===== config.mk =====
export PLATFORM = sky130hd
export DESIGN_NAME = spr_cell
export DESIGN_NICKNAME = d
export VERILOG_FILES = /design/src/hw/rtl/spr_pkg.sv /design/src/hw/rtl/spr_cell.sv
export SDC_FILE = /design/constraint.sdc
export NUM_CORES = 1
export LEC_CHECK = 0
export ABC_AREA = 1
export BUFFER_PORTS_ARGS = -buffer_cell sky130_fd_sc_hd__buf_2
export CORE_MARGIN = 3
export CORE_UTILIZATION = 45
export CTS_BUF_LIST = sky130_fd_sc_hd__clkbuf_8
export DETAILED_ROUTE_END_ITERATION = 8
export GPL_ROUTABILITY_DRIVEN = 0
export GPL_TIMING_DRIVEN = 0
export PLACE_DENSITY_LB_ADDON = 0.15
export SYNTH_ARGS = -nofsm -noshare
export SYNTH_HDL_FRONTEND = slang
export SYNTH_SLANG_ARGS = --single-unit

===== constraint.sdc =====
create_clock -name clk -period 2.6 [get_ports clk]
set_input_delay 0.26 -clock clk [delete_from_list [all_inputs] [get_ports clk]]
set_output_delay 0.26 -clock clk [all_outputs]
set_load 0.03 [all_outputs]

===== src/hw/rtl/spr_pkg.sv =====
// shared types, codes and constants of the service port range classifier
package spr_pkg;

  localparam int unsigned RULES_DEF = 64;

  localparam int unsigned SVC_W   = 10;
  localparam int unsigned PROTO_W = 8;
  localparam int unsigned PORT_W  = 16;
  localparam int unsigned MODE_W  = 2;
  localparam int unsigned STAT_W  = 3;
  localparam int unsigned IN_DW   = 120;
  localparam int unsigned OUT_DW  = 16;

  localparam logic [PROTO_W-1:0] PROTO_ICMP = 8'd1;
  localparam logic [PROTO_W-1:0] PROTO_TCP  = 8'd6;
  localparam logic [PROTO_W-1:0] PROTO_UDP  = 8'd17;

  typedef enum logic [MODE_W-1:0] {
    MODE_APPEND = 2'd0,
    MODE_LOOKUP = 2'd1,
    MODE_CLEAR  = 2'd2,
    MODE_NOP    = 2'd3
  } mode_t;

  typedef enum logic [STAT_W-1:0] {
    ST_APPENDED = 3'd0,
    ST_FULL     = 3'd1,
    ST_MATCH    = 3'd2,
    ST_NOMATCH  = 3'd3,
    ST_CLEARED  = 3'd4
  } status_t;

  typedef struct packed {
    logic [SVC_W-1:0]   svc;
    logic [PROTO_W-1:0] proto;
    logic [PORT_W-1:0]  dst_lo;
    logic [PORT_W-1:0]  dst_hi;
    logic [PORT_W-1:0]  src_lo;
    logic [PORT_W-1:0]  src_hi;
  } rule_t;

  // lookup token walking the cell row
  typedef struct packed {
    logic               vld;
    logic [PROTO_W-1:0] proto;
    logic [PORT_W-1:0]  psrc;
    logic [PORT_W-1:0]  pdst;
    logic               hit;
    logic [SVC_W-1:0]   svc;
  } token_t;

endpackage


===== src/hw/rtl/spr_cell.sv =====
// one rule cell: holds a rule and checks the passing lookup token against it
module spr_cell (
  input  logic           clk,
  input  logic           rst_n,
  input  logic           wr_en,
  input  spr_pkg::rule_t wr_rule,
  input  logic           live,
  input  spr_pkg::token_t tok_in,
  output spr_pkg::token_t tok_out
);
  import spr_pkg::*;

  rule_t  rule_r;
  token_t tok_r;
  token_t tok_nxt;
  logic   dst_ok;
  logic   src_ok;
  logic   match;

  // high bound of zero means exact port
  function automatic logic port_fits(input logic [PORT_W-1:0] port,
                                     input logic [PORT_W-1:0] lo,
                                     input logic [PORT_W-1:0] hi);
    logic r;
    if (hi == '0) r = (port == lo);
    else          r = (port >= lo) && (port <= hi);
    return r;
  endfunction

  always_comb begin
    dst_ok = port_fits(tok_in.pdst, rule_r.dst_lo, rule_r.dst_hi);
    src_ok = port_fits(tok_in.psrc, rule_r.src_lo, rule_r.src_hi);
    match  = 1'b0;
    if (rule_r.proto == tok_in.proto) begin
      if (tok_in.proto == PROTO_ICMP) begin
        match = (rule_r.dst_lo == tok_in.psrc) && (rule_r.dst_hi == tok_in.pdst);
      end else if (tok_in.proto == PROTO_TCP || tok_in.proto == PROTO_UDP) begin
        match = dst_ok && src_ok;
      end else begin
        match = 1'b1;
      end
    end
    tok_nxt = tok_in;
    // first match wins: an earlier hit passes through untouched
    if (!tok_in.hit && live && match) begin
      tok_nxt.hit = 1'b1;
      tok_nxt.svc = rule_r.svc;
    end
  end

  always_ff @(posedge clk) begin
    if (wr_en) begin
      rule_r <= wr_rule;
    end
  end

  always_ff @(posedge clk) begin
    if (!rst_n) begin
      tok_r.vld <= 1'b0;
    end else begin
      tok_r.vld <= tok_nxt.vld;
    end
    tok_r.proto <= tok_nxt.proto;
    tok_r.psrc  <= tok_nxt.psrc;
    tok_r.pdst  <= tok_nxt.pdst;
    tok_r.hit   <= tok_nxt.hit;
    tok_r.svc   <= tok_nxt.svc;
  end

  assign tok_out = tok_r;

endmodule


; Yosys cells after proc, flatten, opt, wreduce, memory -nomap -nowiden
; Cells that the tools add are included.
[op_classes]
order_cmp = 4
n_eq_ne = 8
muxes = 6
n_reduce_logical = 10
[op_table]
columns = op, count
row1 = $eq A16 B16 Y1, 4
row2 = $ge A16 B16 Y1, 2
row3 = $le A16 B16 Y1, 2
row4 = $logic_not A16 Y1, 2
row5 = $mux W10, 1
row6 = $eq A8 B1 Y1 const B, 1
row7 = $eq A8 B3 Y1 const B, 1
row8 = $eq A8 B5 Y1 const B, 1
row9 = $eq A8 B8 Y1, 1
row10 = $logic_and A1 B1 Y1, 6
row11 = $mux W1, 5
row12 = $logic_not A1 Y1, 1
row13 = $logic_or A1 B1 Y1, 1
[totals]
reg_bits = 134
inputBits = 138
out_inout_bits = 52
elab_cells = 40

; Logic depth before layout (Yosys ltp)
; Gate-level depths: netlist (run 1).
[depth]
ltp_word = 9
mapped_depth = 20
ltp_nobuf = 19

; Least setup slack after synthesis (run 1)
; Ideal clock, no wire load.
[synth_path]
path_type = register to register
start = register rule_r[47] (netlist bit)
end = register tok_r (netlist bit tok_out[0])
setup_time_ps = 112
arrival_time_ps = 1684
required_ps = 2488
slack_ps = 803
stages_incl_launch_ff = 14
path_buffers = 1
synth_period_minus_slack_ps = 1797
path_cell_list = edfxtp_1 -> inv_2 -> ha_1 -> nand2_1 -> nor2_2 -> and2b_1 -> nand2_2 -> nor3_2 -> nand2_1 -> a21oi_4 -> nand2_2 -> buf_6 -> nand2_1 -> nand2_1
[synth_lines]
columns = element, line
row1 = "start, declared", spr_cell.sv:13  ; rule_t rule_r;
row2 = "start signal, assigned", spr_cell.sv:53  ; rule_r <= wr_rule;
row3 = "end, declared", spr_cell.sv:14  ; token_t tok_r;

==> impl_metrics.env, run 1 <==
export IMPL_synth_avg_cell_area_sq_um=11.1
export IMPL_rsz0062_at_grt="no"
export IMPL_path_common_cell="nand2_1"
export IMPL_min_period_ns=2.20
export IMPL_rows=40
export IMPL_crit_path_end="tok_out[5]"
export IMPL_diodes=0
export IMPL_ff2ff_setup_slack_ns=0.53
export IMPL_r2r_start="rule_r[11]"
export IMPL_finalNonFillerCells=1050
export IMPL_cts_buffers=17
export IMPL_multi_input_area_sq_mm=0.00198
export IMPL_overflow=0
export IMPL_critical_path_max_stage_delay_ns=0.54
export IMPL_setup_slack_ns=0.400
export IMPL_ant_nets=0
export IMPL_vias=4865
export IMPL_yosysWarnings=0
export IMPL_synthTopCellsByArea="edfxtp_1 (42%), dfxtp_1 (18%), ha_1 (14%)"
export IMPL_start_util=0.472
export IMPL_path_buf_inv=4
export IMPL_p_seq_frac=0.479
export IMPL_comb_power_share=0.166
export IMPL_status="finished clean"
export IMPL_nNetsFinal=1071
export IMPL_syn_inst=525
export IMPL_htree_num_levels=4
export IMPL_use_met3=0.0537
export IMPL_syn_nets=727
export IMPL_arrival_ns=2.54
export IMPL_grt_pass1_wl_um=25000
export IMPL_hp_class="in -> reg"
export IMPL_path_class="in -> reg"
export IMPL_synth_ff_type="edfxtp_1"
export IMPL_avgViaCountPerCell=4.63
export IMPL_dieWidth_um=120
export IMPL_fillers=872
export IMPL_fmax_mhz=455
export IMPL_regArea_sq_mm=0.00350
export IMPL_cts_root_buf="clkbuf_8"
export IMPL_drv_slew=0
export IMPL_synth_yosys_seq_area_share=0.601
export IMPL_synth_edff_count=82
export IMPL_fp_dieH_um=120
export IMPL_antenna_found_initial=0
export IMPL_grt_busiest_layer="met2"
export IMPL_startpoint_type="input port"
export IMPL_hold_violations=0
export IMPL_r2r_cells=15
export IMPL_p_sw_mw=1.29
export IMPL_slew_limit_headroom=0.646
export IMPL_critical_path_top_delay_family="simple AND/OR/NAND/NOR gates"
export IMPL_finalCritPeriodShare=0.846
export IMPL_tightest_slew_ns=0.531
export IMPL_cap_viol_max_count=0
export IMPL_yosysMostFrequentCell="nand2_1"
export IMPL_fin_util=0.711
export IMPL_dpl_worst_slack_ns=0.487
export IMPL_cp_slowest_cell="dlygate4sd3_1"
export IMPL_dp_cells=883
export IMPL_drt_iter0_markers=207
export IMPL_io_buffer_count=189
export IMPL_syn_to_final_growth_pct=50.6
export IMPL_critPathRequiredTime_ns=2.94
export IMPL_grt_total_usage=0.227
export IMPL_clk_pin_slew_ns=0.08
export IMPL_cts_sinks=134
export IMPL_io_pins=190
export IMPL_internal_power_mw=3.85
export IMPL_met1_usage=0.262
export IMPL_crit_cells=15
export IMPL_grt_max_degree=47
export IMPL_wl_um=15800
export IMPL_ys_ff_latch=134
export IMPL_grt_pass1_vias=5076
export IMPL_startpoint="tok_in[14]"
export IMPL_power_share_switching=0.250
export IMPL_clkPwrFrac=0.354
export IMPL_fin_hold_ws_ns=0.307
export IMPL_ys_types=32
export IMPL_synthTopCellsByCount="nand2_1 (100), edfxtp_1 (82), inv_1 (70)"
export IMPL_cp_end_kind="flip-flop"
export IMPL_peakVddDrop_mv=0.480
export IMPL_worstPathMaxFanout=10
export IMPL_post_cts_buffers=0
export IMPL_cts_tree="built"
export IMPL_wire_per_inst_um=15.1
export IMPL_setup_viol_count_final=0
export IMPL_path_cells="dlygate4sd3_1, buf_2, ha_1, nand2_1, inv_2, nand3_1, nor2_1, nand2_2, nor3_2, nand2_1, a21oi_4, nand2_2, buf_6, nand2_1, nand2_1"
export IMPL_crit_reg2reg_capture="tok_out[5]"
export IMPL_clk_latency_ns=0.45
export IMPL_yosysTopAreaCell="edfxtp_1"
export IMPL_dp_hpwl_um=10300
export IMPL_clock_skew_ns=0.00996
export IMPL_route_detailed_drc=0
export IMPL_coreArea_sq_mm=0.0124
export IMPL_p_per_area_mw_per_mm2=585
export IMPL_grt_use_met2=0.409
export IMPL_fin_tns_setup_ns=0
export IMPL_layout_drive_gt1_share=0.278
export IMPL_netlist_area_sq_mm=0.00583
export IMPL_clock_path_buffers=2
export IMPL_synth_top_area_frac=0.422
export IMPL_drt_pass1_iter_count=5
export IMPL_dieArea_sq_mm=0.0144
export IMPL_p_leak_nw=4.22
export IMPL_async_flop_share=0
## layout by cell type (no fill, tap or decap), drive strengths merged
cell and count:
dfxtp 52, a21o 2, edfxtp 82, nand2 102, and2b 1, clkinv 4
bufinv 3, ha 64, a22o 1, nand4 14, o21bai 2, nor4 2
buf 193, nor3b 1, o41ai 1, or2 1, a21oi 30, o22ai 3
clkbuf 21, nor2 21, dlygate4sd3 135, o21a 2, nor3 8, xnor2 14
xor2 2, nand3 23, inv 91, o21ai 7
## power by group through the flow
| stage | registers (mW) | clock network [mW] | logic [mW] |
|---|---|---|---|
| 2_1_floorplan | 2.59 | 0 | 0.308 |
| 3_3_place_gp | 2.51 | 0 | 0.651 |
| 3_5_place_dp | 2.51 | 0 | 0.686 |
| 4_1_cts | 2.46 | 1.84 | 0.850 |
| 5_1_grt | 2.48 | 1.96 | 0.951 |
| 6_report | 2.46 | 1.82 | 0.855 |
## timing repair
item                      in CTS  in global routing
resized for setup              0                  0
hold endpoints to repair     134                  0
hold buffers                 135                  0
## worst min-delay path by stage
stage	start	end	slack, ns	cells after the start
finish	wr_en	rule_r[78]	0.31	1
global route	wr_en	rule_r[78]	0.30	1
CTS	wr_en	rule_r[77]	0.30	1
detailed placement	tok_in[11]	tok_out[11]	0.39	1
global placement	tok_in[11]	tok_out[11]	0.38	1
floorplan	tok_in[11]	tok_out[11]	0.29	0
## routing by layer
layer  up-vias  wire length [um]
li1       2459                 -
met1      2230              6480
met2       154              8290
met3        22               796
met4         0               263
met5         -                 0
## stage by stage
stage	cell area (sq um)	power, mW
final	8780	5.14
after global placement	6990	3.16
after CTS	8780	5.16
after floorplan	5830	2.90
after global routing	8780	5.39
after detailed placement	7010	3.19
## flip-flops by register name (all words and copies together) (netlist names)
signal   count
tok_out     52
rule_r      82
## layout make-up
type / count / share of cell area
sequential: 134 / 0.399
buffer: 3 / 0.00313
tap: 168 / 0.0239
timing repair buffer: 325 / 0.264
inverter: 87 / 0.0372
clock inverter: 11 / 0.0150
clock buffer: 21 / 0.0329
multi-input combinational: 301 / 0.225
## kinds of logic after synthesis
group | count (synthesis) | synth area share
AND/OR/NAND/NOR | 173 | 0.130
flip-flops | 134 | 0.601
buffers and inverters | 90 | 0.0607
adder cells (fa/ha/maj) | 64 | 0.137
AO/OA/AOI/OAI | 48 | 0.0476
XOR/XNOR | 16 | 0.0240
No activity file was read; power rests on OpenSTA's default activity.
==> inputs of run 2 (changes only) <==
- ABC_AREA: 1 -> 0
- clock period: 2.6 -> 1.9 ns (I/O delays scaled with it)
==> impl_metrics.env, run 2 <==
export IMPL_clock_skew_ns=0.0166
export IMPL_cts_root_buf="clkbuf_8"
export IMPL_dp_hpwl_um=10300
export IMPL_grt_pass1_vias=5022
export IMPL_start_util=0.466
export IMPL_clk_latency_ns=0.45
export IMPL_status="finished, violations left"
export IMPL_ant_nets=0
export IMPL_async_flop_share=0
export IMPL_finalPower_mw=6.94
export IMPL_synthTopCellsByArea="edfxtp_1 (43%), dfxtp_1 (18%), ha_1 (14%)"
export IMPL_antenna_found_initial=1
export IMPL_largest_register_ffs=82
export IMPL_io_pins=190
export IMPL_yosysTopAreaCell="edfxtp_1"
export IMPL_grt_total_usage=0.228
export IMPL_synth_yosys_seq_area_share=0.616
export IMPL_yosysWarnings=0
export IMPL_dp_cells=784
export IMPL_route_detailed_drc=0
export IMPL_p_per_area_mw_per_mm2=791
export IMPL_finalCritPeriodShare=1.43
export IMPL_drt_iter0_markers=265
export IMPL_critical_path_max_stage_delay_ns=0.53
export IMPL_vias=4564
export IMPL_internal_power_mw=5.17
export IMPL_setup_viol_count_final=11
export IMPL_setup_slack_ns=-0.821
export IMPL_cts_tree="built"
export IMPL_worstPathMaxFanout=5
export IMPL_fp_dieH_um=118
export IMPL_clkPwrFrac=0.343
export IMPL_synth_ff_type="edfxtp_1"
export IMPL_wl_um=15500
export IMPL_dieWidth_um=118
export IMPL_grt_pass1_wl_um=24800
export IMPL_drv_slew=0
export IMPL_comb_power_share=0.168
export IMPL_rsz0062_at_grt="yes"
export IMPL_hp_class="in -> reg"
export IMPL_p_sw_mw=1.77
export IMPL_p_leak_nw=4.02
export IMPL_rows=40
export IMPL_cap_viol_max_count=0
export IMPL_p_seq_frac=0.488
export IMPL_min_period_ns=2.72
export IMPL_syn_to_final_growth_pct=54.2
export IMPL_arrival_ns=3.05
export IMPL_syn_nets=628
export IMPL_startpoint_type="flip-flop"
export IMPL_power_share_switching=0.255
export IMPL_regMostFlops="rule_r"
export IMPL_path_cells="inv_1, ha_4, nand4_1, or4_4, a21o_1, a31oi_4, nor4b_4, o21ai_2, buf_6, mux2_4"
export IMPL_slew_limit_headroom=0.680
export IMPL_drt_pass1_iter_count=4
export IMPL_dieArea_sq_mm=0.0140
export IMPL_mostFrequentLayoutCells="buf_2 (188), dlygate4sd3_1 (135), edfxtp_1 (82), inv_1 (61), ha_1 (60)"
export IMPL_coreArea_sq_mm=0.0122
export IMPL_cts_buffers=17
export IMPL_netlist_area_sq_mm=0.00569
export IMPL_yosysMostFrequentCell="edfxtp_1"
export IMPL_critical_path_top_delay_family="simple AND/OR/NAND/NOR gates"
export IMPL_clock_path_buffers=2
export IMPL_syn_inst=426
export IMPL_critPathRequiredTime_ns=2.23
export IMPL_nNetsFinal=978
export IMPL_finalNonFillerCells=959
export IMPL_synth_edff_count=82
export IMPL_clk_pin_slew_ns=0.08
export IMPL_io_buffer_count=189
export IMPL_ys_ff_latch=134
export IMPL_fin_tns_setup_ns=-8.62
export IMPL_synth_avg_cell_area_sq_um=13.4
export IMPL_wire_per_inst_um=16.2
export IMPL_hold_violations=0
export IMPL_htree_num_levels=4
export IMPL_synth_top_area_frac=0.433
export IMPL_synthTopCellsByCount="edfxtp_1 (82), ha_1 (64), inv_1 (63)"
export IMPL_peakVddDrop_mv=0.907
export IMPL_path_buf_inv=2
export IMPL_fmax_mhz=368
export IMPL_layout_drive_gt1_share=0.321
export IMPL_cp_end_kind="flip-flop"
export IMPL_overflow=0
export IMPL_grt_max_degree=51
export IMPL_cts_sinks=134
export IMPL_cp_slowest_cell="or4_4"
export IMPL_final_common_cell="buf_2"
export IMPL_path_class="reg -> reg"
export IMPL_violations="setup timing"
export IMPL_tightest_slew_ns=0.476
export IMPL_ys_types=40
export IMPL_avgViaCountPerCell=4.76
[run 2: changes by cell type after synthesis, sizes merged, moves of 4 or more]
cell,delta
nor3,-8
xnor2,+9
nand3,-15
nor2b,+4
a21oi,-6
nor4,+10
nor2,-15
inv,-24
mux2,+10
nand2,-85
[run 2: logic make-up (layout without fill, tap and decap cells)]
group,after synthesis,in the layout,synth area share
AO/OA/AOI/OAI,54,54,0.0605
XOR/XNOR,24,24,0.0369
adder cells (fa/ha/maj),64,64,0.141
buffers and inverters,64,427,0.0435
flip-flops,134,134,0.616
multiplexers,10,10,0.0257
other,0,2,0
AND/OR/NAND/NOR,76,76,0.0772
[run 2: layout make-up]
cell class / count / area (sq um)
Fill cell: 883 / 3430
Buffer: 1 / 11.3
Clock inverter: 15 / 164
Inverter: 63 / 236
Timing Repair Buffer: 331 / 2380
Antenna cell: 2 / 5.00
Clock buffer: 17 / 234
Multi-Input combinational cell: 228 / 2030
Sequential cell: 134 / 3500
Tap cell: 168 / 210
[run 2: layer usage]
metal / global-route usage / vias up / share of wire
li1: - / 2251 / -
met1: 0.253 / 2166 / 0.40
met2: 0.412 / 122 / 0.53
met3: 0.0617 / 25 / 0.046
met4: 0.0920 / 0 / 0.022
met5: 0 / - / 0
[run 2: worst reg2reg max path: cells and delay by family, from the launching register on]
| family | cells | cell delay [ns] |
|---|---|---|
| adders and majority gates | 1 | 0.27 |
| muxes | 1 | 0.31 |
| and+or+nand+nor | 3 | 0.78 |
| DFF | 1 | 0.35 |
| buffers and inverters | 2 | 0.26 |
| AOI/OAI and AO/OA | 3 | 0.64 |
[run 2: power by group through the flow]
| stage | sequential (mW) | clock (mW) | combinational (mW) |
|---|---|---|---|
| after CTS | 3.39 | 2.44 | 1.15 |
| after detailed placement | 3.45 | 0 | 0.899 |
| after global placement | 3.45 | 0 | 0.853 |
| final | 3.39 | 2.38 | 1.17 |
| after global routing | 3.41 | 2.59 | 1.29 |
| after floorplan | 3.55 | 0 | 0.383 |
[run 2: path summary, 6_finish.rpt]
kind / startpoint / endpoint / cells after the start / slack, ns
max: rule_r[9] / tok_out[0] / 10 / -0.82
min: wr_en / rule_r[18] / 1 / 0.21
min reg2reg: rule_r[73] / tok_out[1] / 1 / 0.47
max reg2reg: rule_r[9] / tok_out[0] / 10 / -0.82
[run 2: what timing repair did]
item	4_1_cts	5_1_grt
resized for setup	14	4
hold buffers	135	0
gates cloned	1	0
pin swaps	0	1
endpoints found under the hold margin	134	0
setup buffers	4	2
endpoints found under the setup margin	11	11
[run 2: stage by stage]
step / hold slack, ns / setup WS (ns) / util / area (sq um)
floorplan: 0.218 / -0.486 / - / 5700
global placement: 0.332 / -0.903 / 0.562 / 6860
detailed placement: 0.332 / -0.924 / 0.564 / 6890
CTS: 0.178 / -0.796 / 0.717 / 8750
global route: 0.187 / -0.873 / 0.719 / 8770
finish: 0.214 / -0.821 / 0.719 / 8780
